$ cat config.mk
export PLATFORM = sky130hd
export DESIGN_NAME = rgb_image_compare_verdict
export DESIGN_NICKNAME = d
export VERILOG_FILES = /design/src/hdl/ricv_pkg.sv /design/src/hdl/rgb_image_compare_verdict.sv /design/src/hdl/ricv_pixel_stage.sv /design/src/hdl/ricv_verdict_stage.sv
export SDC_FILE = /design/constraint.sdc
export NUM_CORES = 2
export LEC_CHECK = 0
export BUFFER_PORTS_ARGS = -buffer_cell sky130_fd_sc_hd__clkbuf_2
export CAP_MARGIN = 10
export CORE_UTILIZATION = 30
export DETAILED_ROUTE_END_ITERATION = 8
export PLACE_DENSITY_LB_ADDON = 0.2
export SLEW_MARGIN = 0
export SYNTH_ARGS = -nofsm -noshare
export SYNTH_HDL_FRONTEND = slang
export SYNTH_SLANG_ARGS = --single-unit
$ cat constraint.sdc
create_clock -name aclk -period 25 [get_ports aclk]
set_clock_uncertainty 0.05 [all_clocks]
set_input_delay 5 -clock aclk [delete_from_list [all_inputs] [get_ports aclk]]
set_output_delay 5 -clock aclk [all_outputs]
set_load 0.02 [all_outputs]
$ cat src/hdl/ricv_pkg.sv
// Shared types and constants of the RGB image compare verdict block.
package ricv_pkg;

    localparam int PIXEL_COUNT_BITS_DEFAULT = 24;

    localparam int CHAN_W     = 8;
    localparam int SUM_W      = 34;
    localparam int OVER_W     = 24;
    localparam int MEAN_TOL_W = 16;
    localparam int MAX_TOL_W  = 8;
    localparam int FRAC_TOL_W = 17;
    localparam int PIX_TOL_W  = 8;

    localparam int CFG_INDEX_W = 2;
    localparam int CFG_DATA_W  = 17;

    // Fixed-point scales of the tolerance registers.
    localparam int MEAN_SCALE_SHIFT = 8;
    localparam int FRAC_SCALE_SHIFT = 16;

    // Amplified difference pixel.
    localparam logic [CHAN_W-1:0] AMP_KNEE = 8'd25;
    localparam logic [CHAN_W-1:0] AMP_GAIN = 8'd10;
    localparam logic [CHAN_W-1:0] AMP_SAT  = 8'd255;

    localparam logic [MEAN_TOL_W-1:0] MEAN_TOL_RESET = 16'd128;
    localparam logic [MAX_TOL_W-1:0]  MAX_TOL_RESET  = 8'd40;
    localparam logic [FRAC_TOL_W-1:0] FRAC_TOL_RESET = 17'd131;
    localparam logic [PIX_TOL_W-1:0]  PIX_TOL_RESET  = 8'd12;

    typedef enum logic [CFG_INDEX_W-1:0] {
        REG_MEAN_TOL = 2'd0,
        REG_MAX_TOL  = 2'd1,
        REG_FRAC_TOL = 2'd2,
        REG_PIX_TOL  = 2'd3
    } cfg_reg_t;

    typedef struct packed {
        logic [MEAN_TOL_W-1:0] mean_tol_q8;
        logic [MAX_TOL_W-1:0]  max_tol;
        logic [FRAC_TOL_W-1:0] frac_tol_q16;
        logic [PIX_TOL_W-1:0]  pix_tol;
    } cfg_t;

    typedef struct packed {
        logic [CHAN_W-1:0] golden_red;
        logic [CHAN_W-1:0] golden_green;
        logic [CHAN_W-1:0] golden_blue;
        logic [CHAN_W-1:0] cand_red;
        logic [CHAN_W-1:0] cand_green;
        logic [CHAN_W-1:0] cand_blue;
        logic              frame_end;
    } pixel_req_t;

    typedef struct packed {
        logic [CHAN_W-1:0] diff_red;
        logic [CHAN_W-1:0] diff_green_blue;
        logic              frame_end;
    } pixel_result_t;

endpackage

$ cat src/hdl/rgb_image_compare_verdict.sv
// Top level of the RGB image compare verdict block.
//
// Each request carries one golden and one candidate RGB8 pixel and yields
// one result: an amplified difference pixel (ten times the largest channel
// difference, 255 above 25, green and blue forced to zero when the pixel is
// over the pixel tolerance). The request flagged with s_tlast closes a
// frame; its result comes out with m_tlast high and carries the frame
// totals (largest channel difference, count of bad pixels saturated to
// 24 bits, sum of all channel differences) and the pass verdict on m_tuser,
// after which the totals restart from zero. The block takes one request per
// clock cycle and keeps doing so for as long as the result side takes its
// results. A request goes through four register stages: the input
// register, the accumulator stage, the product stage where the mean and
// fraction budgets are multiplied by the pixel count, and the result
// register. The input register takes the request at the accepting edge, and
// its result then passes the accumulator, product and result registers to
// reach m_tvalid; the two multiplications set that depth. There is
// no start-up sweep: the block takes requests right after reset. Tolerance
// registers are written through cfg_wr_en, cfg_index and cfg_wdata, and
// may only change while no request is in flight. The pixel and bad-pixel
// counters are PIXEL_COUNT_BITS wide and saturate, as does the 34-bit sum.
module rgb_image_compare_verdict #(
    parameter int PIXEL_COUNT_BITS = ricv_pkg::PIXEL_COUNT_BITS_DEFAULT
) (
    input  logic                                aclk,
    input  logic                                aresetn,
    // golden_red, golden_green, golden_blue, cand_red, cand_green, cand_blue
    input  logic [47:0]                         s_tdata,
    input  logic                                s_tlast,
    input  logic                                s_tvalid,
    output logic                                s_tready,
    // diff_red, diff_green_blue, max_channel_diff, over_count, diff_sum, zero pad
    output logic [87:0]                         m_tdata,
    // pass_flag
    output logic                                m_tuser,
    output logic                                m_tlast,
    output logic                                m_tvalid,
    input  logic                                m_tready,
    input  logic                                cfg_wr_en,
    input  logic [ricv_pkg::CFG_INDEX_W-1:0]    cfg_index,
    input  logic [ricv_pkg::CFG_DATA_W-1:0]     cfg_wdata
);

    localparam int CW = ricv_pkg::CHAN_W;

    ricv_pkg::cfg_t              cfg_reg;
    logic                        in_valid_reg;
    ricv_pkg::pixel_req_t        in_req_reg;
    ricv_pkg::pixel_req_t        in_req_next;

    logic                        px_in_ready;
    logic                        px_out_valid;
    logic                        vd_in_ready;
    ricv_pkg::pixel_result_t     px_result;
    logic [ricv_pkg::SUM_W-1:0]  tot_sum;
    logic [CW-1:0]               tot_max;
    logic [PIXEL_COUNT_BITS-1:0] tot_bad;
    logic [PIXEL_COUNT_BITS-1:0] tot_count;

    logic [CW-1:0]               diff_red;
    logic [CW-1:0]               diff_green_blue;
    logic [CW-1:0]               max_channel_diff;
    logic [ricv_pkg::OVER_W-1:0] over_count;
    logic [ricv_pkg::SUM_W-1:0]  diff_sum;
    logic                        in_load;

    // Configuration registers; an index outside the list is ignored.
    always_ff @(posedge aclk) begin
        if (!aresetn) begin
            cfg_reg.mean_tol_q8  <= ricv_pkg::MEAN_TOL_RESET;
            cfg_reg.max_tol      <= ricv_pkg::MAX_TOL_RESET;
            cfg_reg.frac_tol_q16 <= ricv_pkg::FRAC_TOL_RESET;
            cfg_reg.pix_tol      <= ricv_pkg::PIX_TOL_RESET;
        end else if (cfg_wr_en) begin
            case (ricv_pkg::cfg_reg_t'(cfg_index))
                ricv_pkg::REG_MEAN_TOL: begin
                    cfg_reg.mean_tol_q8 <= cfg_wdata[ricv_pkg::MEAN_TOL_W-1:0];
                end
                ricv_pkg::REG_MAX_TOL: begin
                    cfg_reg.max_tol <= cfg_wdata[ricv_pkg::MAX_TOL_W-1:0];
                end
                ricv_pkg::REG_FRAC_TOL: begin
                    cfg_reg.frac_tol_q16 <= cfg_wdata[ricv_pkg::FRAC_TOL_W-1:0];
                end
                ricv_pkg::REG_PIX_TOL: begin
                    cfg_reg.pix_tol <= cfg_wdata[ricv_pkg::PIX_TOL_W-1:0];
                end
                default: begin
                end
            endcase
        end
    end

    // The input register unpacks the request; it refills whenever the
    // accumulator stage takes its content.
    assign in_load  = !in_valid_reg || px_in_ready;
    assign s_tready = in_load;

    always_comb begin
        in_req_next.golden_red   = s_tdata[7:0];
        in_req_next.golden_green = s_tdata[15:8];
        in_req_next.golden_blue  = s_tdata[23:16];
        in_req_next.cand_red     = s_tdata[31:24];
        in_req_next.cand_green   = s_tdata[39:32];
        in_req_next.cand_blue    = s_tdata[47:40];
        in_req_next.frame_end    = s_tlast;
    end

    always_ff @(posedge aclk) begin
        if (!aresetn) begin
            in_valid_reg <= 1'b0;
        end else if (in_load) begin
            in_valid_reg <= s_tvalid;
        end
    end

    always_ff @(posedge aclk) begin
        if (in_load) begin
            in_req_reg <= in_req_next;
        end
    end

    ricv_pixel_stage #(
        .PIXEL_COUNT_BITS (PIXEL_COUNT_BITS)
    ) u_pixel (
        .aclk       (aclk),
        .aresetn    (aresetn),
        .in_valid   (in_valid_reg),
        .in_ready   (px_in_ready),
        .in_req     (in_req_reg),
        .pix_tol    (cfg_reg.pix_tol),
        .out_valid  (px_out_valid),
        .out_ready  (vd_in_ready),
        .out_result (px_result),
        .tot_sum    (tot_sum),
        .tot_max    (tot_max),
        .tot_bad    (tot_bad),
        .tot_count  (tot_count)
    );

    ricv_verdict_stage #(
        .PIXEL_COUNT_BITS (PIXEL_COUNT_BITS)
    ) u_verdict (
        .aclk             (aclk),
        .aresetn          (aresetn),
        .in_valid         (px_out_valid),
        .in_ready         (vd_in_ready),
        .in_result        (px_result),
        .tot_sum          (tot_sum),
        .tot_max          (tot_max),
        .tot_bad          (tot_bad),
        .tot_count        (tot_count),
        .cfg              (cfg_reg),
        .out_valid        (m_tvalid),
        .out_ready        (m_tready),
        .diff_red         (diff_red),
        .diff_green_blue  (diff_green_blue),
        .verdict_valid    (m_tlast),
        .pass_flag        (m_tuser),
        .max_channel_diff (max_channel_diff),
        .over_count       (over_count),
        .diff_sum         (diff_sum)
    );

    // Result fields are packed from the lowest bit up, padded to whole bytes.
    assign m_tdata = {6'd0, diff_sum, over_count, max_channel_diff,
                      diff_green_blue, diff_red};

endmodule

$ cat src/hdl/ricv_pixel_stage.sv
// Per-pixel differences, amplified diff pixel and the frame accumulators.
module ricv_pixel_stage #(
    parameter int PIXEL_COUNT_BITS = ricv_pkg::PIXEL_COUNT_BITS_DEFAULT
) (
    input  logic                              aclk,
    input  logic                              aresetn,
    input  logic                              in_valid,
    output logic                              in_ready,
    input  ricv_pkg::pixel_req_t              in_req,
    input  logic [ricv_pkg::PIX_TOL_W-1:0]    pix_tol,
    output logic                              out_valid,
    input  logic                              out_ready,
    output ricv_pkg::pixel_result_t           out_result,
    output logic [ricv_pkg::SUM_W-1:0]        tot_sum,
    output logic [ricv_pkg::CHAN_W-1:0]       tot_max,
    output logic [PIXEL_COUNT_BITS-1:0]       tot_bad,
    output logic [PIXEL_COUNT_BITS-1:0]       tot_count
);

    localparam int CW = ricv_pkg::CHAN_W;
    localparam int SW = ricv_pkg::SUM_W;
    // Sum of three channel differences needs two more bits than a channel.
    localparam int TRIPLE_W = CW + 2;

    function automatic logic [CW-1:0] abs_diff(input logic [CW-1:0] a,
                                               input logic [CW-1:0] b);
        return (a >= b) ? (a - b) : (b - a);
    endfunction

    logic                        valid_reg;
    ricv_pkg::pixel_result_t     result_reg;
    ricv_pkg::pixel_result_t     result_next;
    logic [SW-1:0]               sum_acc_reg,   sum_acc_next;
    logic [CW-1:0]               max_acc_reg,   max_acc_next;
    logic [PIXEL_COUNT_BITS-1:0] bad_acc_reg,   bad_acc_next;
    logic [PIXEL_COUNT_BITS-1:0] count_acc_reg, count_acc_next;
    logic [SW-1:0]               tot_sum_reg;
    logic [CW-1:0]               tot_max_reg;
    logic [PIXEL_COUNT_BITS-1:0] tot_bad_reg;
    logic [PIXEL_COUNT_BITS-1:0] tot_count_reg;

    logic [CW-1:0]       diff_r, diff_g, diff_b, worst;
    logic [TRIPLE_W-1:0] triple;
    logic [SW:0]         sum_wide;
    logic                bad;
    logic [CW-1:0]       amp;
    logic                load;
    logic                xfer;

    assign load     = !valid_reg || out_ready;
    assign in_ready = load;
    assign xfer     = in_valid && load;

    always_comb begin
        diff_r = abs_diff(in_req.golden_red,   in_req.cand_red);
        diff_g = abs_diff(in_req.golden_green, in_req.cand_green);
        diff_b = abs_diff(in_req.golden_blue,  in_req.cand_blue);
        worst  = diff_r;
        if (diff_g > worst) begin
            worst = diff_g;
        end
        if (diff_b > worst) begin
            worst = diff_b;
        end
        triple = TRIPLE_W'(diff_r) + TRIPLE_W'(diff_g) + TRIPLE_W'(diff_b);

        // The sum saturates instead of wrapping.
        sum_wide     = {1'b0, sum_acc_reg} + (SW + 1)'(triple);
        sum_acc_next = sum_wide[SW] ? {SW{1'b1}} : sum_wide[SW-1:0];
        max_acc_next = (worst > max_acc_reg) ? worst : max_acc_reg;

        bad          = worst > pix_tol;
        bad_acc_next = (bad && (bad_acc_reg != {PIXEL_COUNT_BITS{1'b1}}))
                       ? bad_acc_reg + 1'b1 : bad_acc_reg;
        count_acc_next = (count_acc_reg != {PIXEL_COUNT_BITS{1'b1}})
                         ? count_acc_reg + 1'b1 : count_acc_reg;

        amp = (worst > ricv_pkg::AMP_KNEE) ? ricv_pkg::AMP_SAT
                                           : CW'(worst * ricv_pkg::AMP_GAIN);
        result_next.diff_red        = amp;
        result_next.diff_green_blue = bad ? '0 : amp;
        result_next.frame_end       = in_req.frame_end;
    end

    always_ff @(posedge aclk) begin
        if (!aresetn) begin
            valid_reg     <= 1'b0;
            sum_acc_reg   <= '0;
            max_acc_reg   <= '0;
            bad_acc_reg   <= '0;
            count_acc_reg <= '0;
        end else begin
            if (load) begin
                valid_reg <= in_valid;
            end
            if (xfer) begin
                if (in_req.frame_end) begin
                    sum_acc_reg   <= '0;
                    max_acc_reg   <= '0;
                    bad_acc_reg   <= '0;
                    count_acc_reg <= '0;
                end else begin
                    sum_acc_reg   <= sum_acc_next;
                    max_acc_reg   <= max_acc_next;
                    bad_acc_reg   <= bad_acc_next;
                    count_acc_reg <= count_acc_next;
                end
            end
        end
    end

    // Totals including the current pixel travel with it down the pipeline.
    always_ff @(posedge aclk) begin
        if (xfer) begin
            result_reg    <= result_next;
            tot_sum_reg   <= sum_acc_next;
            tot_max_reg   <= max_acc_next;
            tot_bad_reg   <= bad_acc_next;
            tot_count_reg <= count_acc_next;
        end
    end

    assign out_valid  = valid_reg;
    assign out_result = result_reg;
    assign tot_sum    = tot_sum_reg;
    assign tot_max    = tot_max_reg;
    assign tot_bad    = tot_bad_reg;
    assign tot_count  = tot_count_reg;

endmodule

$ cat src/hdl/ricv_verdict_stage.sv
// Verdict products and comparisons, and the result register.
module ricv_verdict_stage #(
    parameter int PIXEL_COUNT_BITS = ricv_pkg::PIXEL_COUNT_BITS_DEFAULT
) (
    input  logic                              aclk,
    input  logic                              aresetn,
    input  logic                              in_valid,
    output logic                              in_ready,
    input  ricv_pkg::pixel_result_t           in_result,
    input  logic [ricv_pkg::SUM_W-1:0]        tot_sum,
    input  logic [ricv_pkg::CHAN_W-1:0]       tot_max,
    input  logic [PIXEL_COUNT_BITS-1:0]       tot_bad,
    input  logic [PIXEL_COUNT_BITS-1:0]       tot_count,
    input  ricv_pkg::cfg_t                    cfg,
    output logic                              out_valid,
    input  logic                              out_ready,
    output logic [ricv_pkg::CHAN_W-1:0]       diff_red,
    output logic [ricv_pkg::CHAN_W-1:0]       diff_green_blue,
    output logic                              verdict_valid,
    output logic                              pass_flag,
    output logic [ricv_pkg::CHAN_W-1:0]       max_channel_diff,
    output logic [ricv_pkg::OVER_W-1:0]       over_count,
    output logic [ricv_pkg::SUM_W-1:0]        diff_sum
);

    localparam int CW          = ricv_pkg::CHAN_W;
    localparam int SW          = ricv_pkg::SUM_W;
    localparam int OW          = ricv_pkg::OVER_W;
    localparam int MEAN_X3_W   = ricv_pkg::MEAN_TOL_W + 2;
    localparam int MEAN_PROD_W = MEAN_X3_W + PIXEL_COUNT_BITS;
    localparam int MEAN_LHS_W  = SW + ricv_pkg::MEAN_SCALE_SHIFT;
    localparam int MEAN_CMP_W  = (MEAN_LHS_W > MEAN_PROD_W) ? MEAN_LHS_W : MEAN_PROD_W;
    localparam int FRAC_PROD_W = ricv_pkg::FRAC_TOL_W + PIXEL_COUNT_BITS;
    localparam int OVER_CMP_W  = (PIXEL_COUNT_BITS > OW) ? PIXEL_COUNT_BITS : OW;

    // Product stage.
    logic                        mul_valid_reg;
    ricv_pkg::pixel_result_t     mul_result_reg;
    logic [SW-1:0]               mul_sum_reg;
    logic [CW-1:0]               mul_max_reg;
    logic [PIXEL_COUNT_BITS-1:0] mul_bad_reg;
    logic                        mul_ok_max_reg;
    logic [MEAN_PROD_W-1:0]      mul_mean_prod_reg, mul_mean_prod_next;
    logic [FRAC_PROD_W-1:0]      mul_frac_prod_reg, mul_frac_prod_next;
    logic [MEAN_X3_W-1:0]        mean_x3;

    // Result stage.
    logic                        res_valid_reg;
    logic [CW-1:0]               res_diff_red_reg;
    logic [CW-1:0]               res_diff_gb_reg;
    logic                        res_last_reg;
    logic                        res_pass_reg,  res_pass_next;
    logic [CW-1:0]               res_max_reg,   res_max_next;
    logic [OW-1:0]               res_over_reg,  res_over_next;
    logic [SW-1:0]               res_sum_reg,   res_sum_next;

    logic                        ok_mean, ok_frac;
    logic [OVER_CMP_W-1:0]       bad_wide;
    logic                        res_load, mul_load;

    assign res_load = !res_valid_reg || out_ready;
    assign mul_load = !mul_valid_reg || res_load;
    assign in_ready = mul_load;

    always_comb begin
        mean_x3 = MEAN_X3_W'(cfg.mean_tol_q8) + MEAN_X3_W'({cfg.mean_tol_q8, 1'b0});
        mul_mean_prod_next = MEAN_PROD_W'(mean_x3) * MEAN_PROD_W'(tot_count);
        mul_frac_prod_next = FRAC_PROD_W'(cfg.frac_tol_q16) * FRAC_PROD_W'(tot_count);
    end

    always_comb begin
        ok_mean = MEAN_CMP_W'({mul_sum_reg, {ricv_pkg::MEAN_SCALE_SHIFT{1'b0}}})
                  <= MEAN_CMP_W'(mul_mean_prod_reg);
        ok_frac = FRAC_PROD_W'({mul_bad_reg, {ricv_pkg::FRAC_SCALE_SHIFT{1'b0}}})
                  <= mul_frac_prod_reg;
        bad_wide = OVER_CMP_W'(mul_bad_reg);
        if (mul_result_reg.frame_end) begin
            res_pass_next = ok_mean && ok_frac && mul_ok_max_reg;
            res_max_next  = mul_max_reg;
            res_over_next = (bad_wide > OVER_CMP_W'({OW{1'b1}})) ? {OW{1'b1}}
                                                                 : bad_wide[OW-1:0];
            res_sum_next  = mul_sum_reg;
        end else begin
            res_pass_next = 1'b0;
            res_max_next  = '0;
            res_over_next = '0;
            res_sum_next  = '0;
        end
    end

    always_ff @(posedge aclk) begin
        if (!aresetn) begin
            mul_valid_reg <= 1'b0;
            res_valid_reg <= 1'b0;
        end else begin
            if (mul_load) begin
                mul_valid_reg <= in_valid;
            end
            if (res_load) begin
                res_valid_reg <= mul_valid_reg;
            end
        end
    end

    always_ff @(posedge aclk) begin
        if (mul_load) begin
            mul_result_reg    <= in_result;
            mul_sum_reg       <= tot_sum;
            mul_max_reg       <= tot_max;
            mul_bad_reg       <= tot_bad;
            mul_ok_max_reg    <= tot_max <= cfg.max_tol;
            mul_mean_prod_reg <= mul_mean_prod_next;
            mul_frac_prod_reg <= mul_frac_prod_next;
        end
        if (res_load) begin
            res_diff_red_reg <= mul_result_reg.diff_red;
            res_diff_gb_reg  <= mul_result_reg.diff_green_blue;
            res_last_reg     <= mul_result_reg.frame_end;
            res_pass_reg     <= res_pass_next;
            res_max_reg      <= res_max_next;
            res_over_reg     <= res_over_next;
            res_sum_reg      <= res_sum_next;
        end
    end

    assign out_valid        = res_valid_reg;
    assign diff_red         = res_diff_red_reg;
    assign diff_green_blue  = res_diff_gb_reg;
    assign verdict_valid    = res_last_reg;
    assign pass_flag        = res_pass_reg;
    assign max_channel_diff = res_max_reg;
    assign over_count       = res_over_reg;
    assign diff_sum         = res_sum_reg;

endmodule

# --- Yosys cells after proc, flatten, opt, wreduce, memory -nomap -nowiden ---
# Cells that the tools add are included.
word_totals:
  regBits: 550
  elab_cells: 106
  in_bits: 73
  output_inout_bits: 92
classes:
  n_addsub: 12
  n_mul: 3
  n_lt_le_gt_ge: 12
  reduce_logical: 17
  muxes: 15
  n_eq_ne: 5
ops:
  columns: ["cell", "n"]
  rows:
  - ["$mux 24", 5]
  - ["$mux 34", 2]
  - ["$mux 8", 8]
  - ["$add 24x1->24 const B", 2]
  - ["$ne 24x24->1 const B", 2]
  - ["$sub 8x8->8", 6]
  - ["$le 42x42->1", 1]
  - ["$mul 18x24->42", 1]
  - ["$le 40x41->1", 1]
  - ["$mul 17x24->41", 1]
  - ["$add 34x10->35", 1]
  - ["$gt 8x8->1", 4]
  - ["$ge 8x8->1", 3]
  - ["$gt 24x24->1 const B", 1]
  - ["$add 16x17->18", 1]
  - ["$add 10x8->10", 1]
  - ["$add 8x8->9", 1]
  - ["$gt 8x5->1 const B", 1]
  - ["$le 8x8->1", 1]
  - ["$mul 8x3->7 const B", 1]
  - ["$reduce_and 2->1", 4]
  - ["$eq 2x2->1 const B", 2]
  - ["$logic_and 1x1->1", 4]
  - ["$logic_not 1->1", 4]
  - ["other kinds (3)", 6]

# --- Logic depth before layout (Yosys ltp) ---
depth:
  word_depth: 10
  mapped_depth: 43
  mapped_depth_nobuf: 40

# --- Modules after synthesis ---
# Synthesis repeated with hierarchy kept, for this count alone.
unflattened:
  cells_unflattened: 5631
  area_unflattened_um2: 54606.1
modules_own_cells:
  columns: ["module", "area_each_um2", "seq_area_each_um2", "cells_each", "instances"]
  rows:
  - ["ricv_verdict_stage", 38315.5, 7577.3, 4010, 1]
  - ["ricv_pixel_stage", 12823.5, 5034.8, 1370, 1]
  - ["rgb_image_compare_verdict", 3467.1, 2472.4, 251, 1]

# --- Worst setup path after synthesis ---
# OpenSTA, ideal clock, no wires.
synth_timing:
  path_type: "input to output"
  from: "in m_tready"
  to: "out s_tready"
  n_path_buf: 0
  stages: 3
  t_arrival_ns: 6.453
  required_ns: 19.950
  setup_slack_ns: 13.497
  path_cell_list: "nor2b_1 and3_1 nand2_1"
synth_between:
  elab_chain_len: 4
synth_lines:
  columns: ["item", "line_no", "rtl"]
  rows:
  - ["start: declaration", "rgb_image_compare_verdict.sv:38", "input logic m_tready,"]
  - ["$logic_or 1x1->1", "ricv_verdict_stage.sv:61", "assign res_load = !res_valid_reg || out_ready;"]
  - ["$logic_or 1x1->1", "ricv_verdict_stage.sv:62", "assign mul_load = !mul_valid_reg || res_load;"]
  - ["$logic_or 1x1->1", "ricv_pixel_stage.sv:50", "assign load = !valid_reg || out_ready;"]
  - ["$logic_or 1x1->1", "rgb_image_compare_verdict.sv:96", "assign in_load = !in_valid_reg || px_in_ready;"]
  - ["end: declaration", "rgb_image_compare_verdict.sv:31", "output logic s_tready,"]
# No other way between the ends.

# --- Worst setup path after layout ---
# Ends and elaborated chain as after synthesis.

==> out/qor.yml <==
synthToLayoutAreaGrowth_pct: 10.4
drt_pass1_iterations: 5
criticalPathCategory: "in -> out"
post-route-drc-count: 0
p_leak_nw: 27.7
antenna_found_initial: 4
fmax_mhz: 86.4
async_flop_share_pct: 0
crit_path_start_kind: "input port"
rsz0062_at_grt: "false"
io_pins: 165
synthFlopType: "edfxtp_1"
post_drt_wl_per_cell_um: 17.2
num_rows: 153
power_density_nw_per_um2: 55.6
insertion_delay_ns: 0.67
hold_buffers: 0
grt.overflow.total: 0
grt_max_degree: 77
vias: 35834
cts.repair.resized: 0
setup_slack_ns: 13.43
yosysSeqAreaShare_pct: 28.5
swShare_pct: 34.9
yosysUniqueCellTypes: 93
path_max_fanout: 50
p_comb_share_pct: 34.4
ir_worst_vdd_uv: 56.1
core_area_um2: 174000
min_path_type: "reg -> reg"
finalWeightedCongestion: 0.823
drt-initial-drc-count: 1674
postCtsSetupBuffers: 0
die_h_um: 422
maxSlewViolCount: 0
avgSynthCellArea_um2: 9.84
cts-root-buf: "clkbuf_16"
grt_pass1_wl_um: 217000
clock_sinks: 550
p_sw_w: 0.00113
pre_cts_slack_ns: 13.42
cp.arrival_ns: 6.52
cp_data_required_time_ns: 19.95
max_cap_viol_count: 0
initial_core_util_pct: 30.3
cts_buffers: 61
yosys.area_share.simple_pct: 14.2
cts_max_level: 2
wl_um: 135000
synth-xor-area-share_pct: 3.03
worstMarginPinSlew_ns: 1.20
drive_above_1_share_pct: 7.30
clk_pin_slew_worst_paths_ns: 0.06
cts_tree: "yes"
period_share_pct: 46.3
intPower_w: 0.00212
first_global_vias: 37695
numPortBuffers: 158
syn-cell-area_um2: 52900
synth_fa_ha_area_share_pct: 36.2
synth-edff-count: 407
die_w_um: 422
die_area_um2: 178000
end_kind: "primary output"
dpl.hpwl_um: 102000
ys_seq_elements: 550
setup_viol: 0
syn_inst: 5377
pwr-share-clk_pct: 29.3
antenna_left: 0
layout.nets: 6614
slew_headroom_pct: 19.7
period_needed_ns: 11.57
synth_top_family_by_area: "adder cells"
track_usage_pct: 15.3
viasPerCell: 4.59
synth_compound_area_share_pct: 8.47
status: "completed"
hold_violations: 0
clockBufferDepth: 3
ys_warn_count: 0
synth_mux_area_share_pct: 0.554
setup-tns-final_ns: 0
p_seq_share_pct: 36.3
layer usage:
metal  part of all wire, %  wire, µm  vias up  GRT usage [%]
met5                0.0097        13        -              0
met3                   3.1      4120      119           1.28
met2                    50     66900      534           26.9
met1                    45     60700    18092           20.2
met4                   2.1      2840        2           3.55
li1                      -         -    17087              -
power groups by stage:
stage,Clock (W),Sequential [W],Combinational (W)
after floorplan,0,0.00120,0.000811
after CTS,0.000980,0.00118,0.00114
after detailed placement,0,0.00120,0.00113
final,0.000951,0.00118,0.00112
after global routing,0.00101,0.00119,0.00126
after global placement,0,0.00120,0.00111
cells in the final DEF (no fill, tap or decap), types with 117 or more instances in the layout:
| cell type | count |
|---|---|
| a21oi_1 | 191 |
| and2_1 | 337 |
| clkbuf_2 | 157 |
| dfxtp_1 | 143 |
| edfxtp_1 | 407 |
| fa_1 | 692 |
| ha_1 | 425 |
| inv_1 | 990 |
| nand2_1 | 817 |
| nor2_1 | 121 |
| xnor2_1 | 117 |
layout make-up:
type	instances	area (µm²)
Antenna cell	2	5.00
Sequential cell	550	15100
Multi-Input combinational cell	3586	33200
Fill cell	17876	116000
Inverter	992	3730
Clock inverter	49	576
Tap cell	2325	2910
Clock buffer	66	1550
Timing Repair Buffer	233	1360
worst max-delay path, stage by stage:
cell and delay (ns):
clkbuf_2 0.09, nor2b_1 0.50, and3_1 0.30, nand2_2 0.06, buf_4 0.31, clkbuf_2 0.23
logic make-up after synthesis:
kind of cell / Yosys count
xor gates and xnor gates: 182
and+or+nand+nor: 1583
adders and majority gates: 1117
buffers and inverters: 1246
DFF: 550
AOI/OAI and AO/OA: 672
other: 1
muxes: 26
cell usage after synthesis (15+ instances only):
master | count | area (µm²)
inv_1 | 991 | 3720
nand2_1 | 820 | 3080
fa_1 | 692 | 13900
ha_1 | 425 | 5320
edfxtp_1 | 407 | 12200
and2_1 | 337 | 2110
clkbuf_1 | 231 | 867
a21oi_1 | 191 | 956
dfxtp_1 | 143 | 2860
xnor2_1 | 127 | 1110
nor2_1 | 122 | 458
o21ai_0 | 110 | 551
a21o_1 | 81 | 608
nor2b_1 | 68 | 425
nand3_1 | 62 | 310
a21boi_0 | 59 | 443
xor2_1 | 54 | 473
o21bai_1 | 36 | 270
a22oi_1 | 35 | 263
nand4_1 | 33 | 206
nor3_1 | 33 | 165
and3_1 | 29 | 181
o21a_1 | 23 | 173
a31oi_1 | 20 | 125
nand2b_1 | 16 | 100
mux2i_1 | 15 | 150
stage by stage:
step                      total power, W  cell area [µm²]  cells  hold slack [ns]  util [%]
final                            0.00325            58400   7803            0.353      33.5
after detailed placement         0.00233            56300   7685            0.355      32.3
after floorplan                  0.00201            52900   5382            0.350         -
after global placement           0.00231            56300   7685            0.352      32.3
after CTS                        0.00330            58400   7800            0.349      33.5
after global routing             0.00347            58400   7801            0.348      33.5
worst paths after layout:
kind | start | to | slack [ns] | depth (start not counted)
min | u_pixel.tot_sum[6] | u_verdict.mul_sum_reg[6] | 0.35 | 0
max reg2reg | in_req_reg[41] | u_pixel.bad_acc_reg[11] | 15.26 | 36
min reg2reg | u_pixel.tot_sum[6] | u_verdict.mul_sum_reg[6] | 0.35 | 0
max | m_tready | s_tready | 13.43 | 6
(Power assumes the default switching activity.)
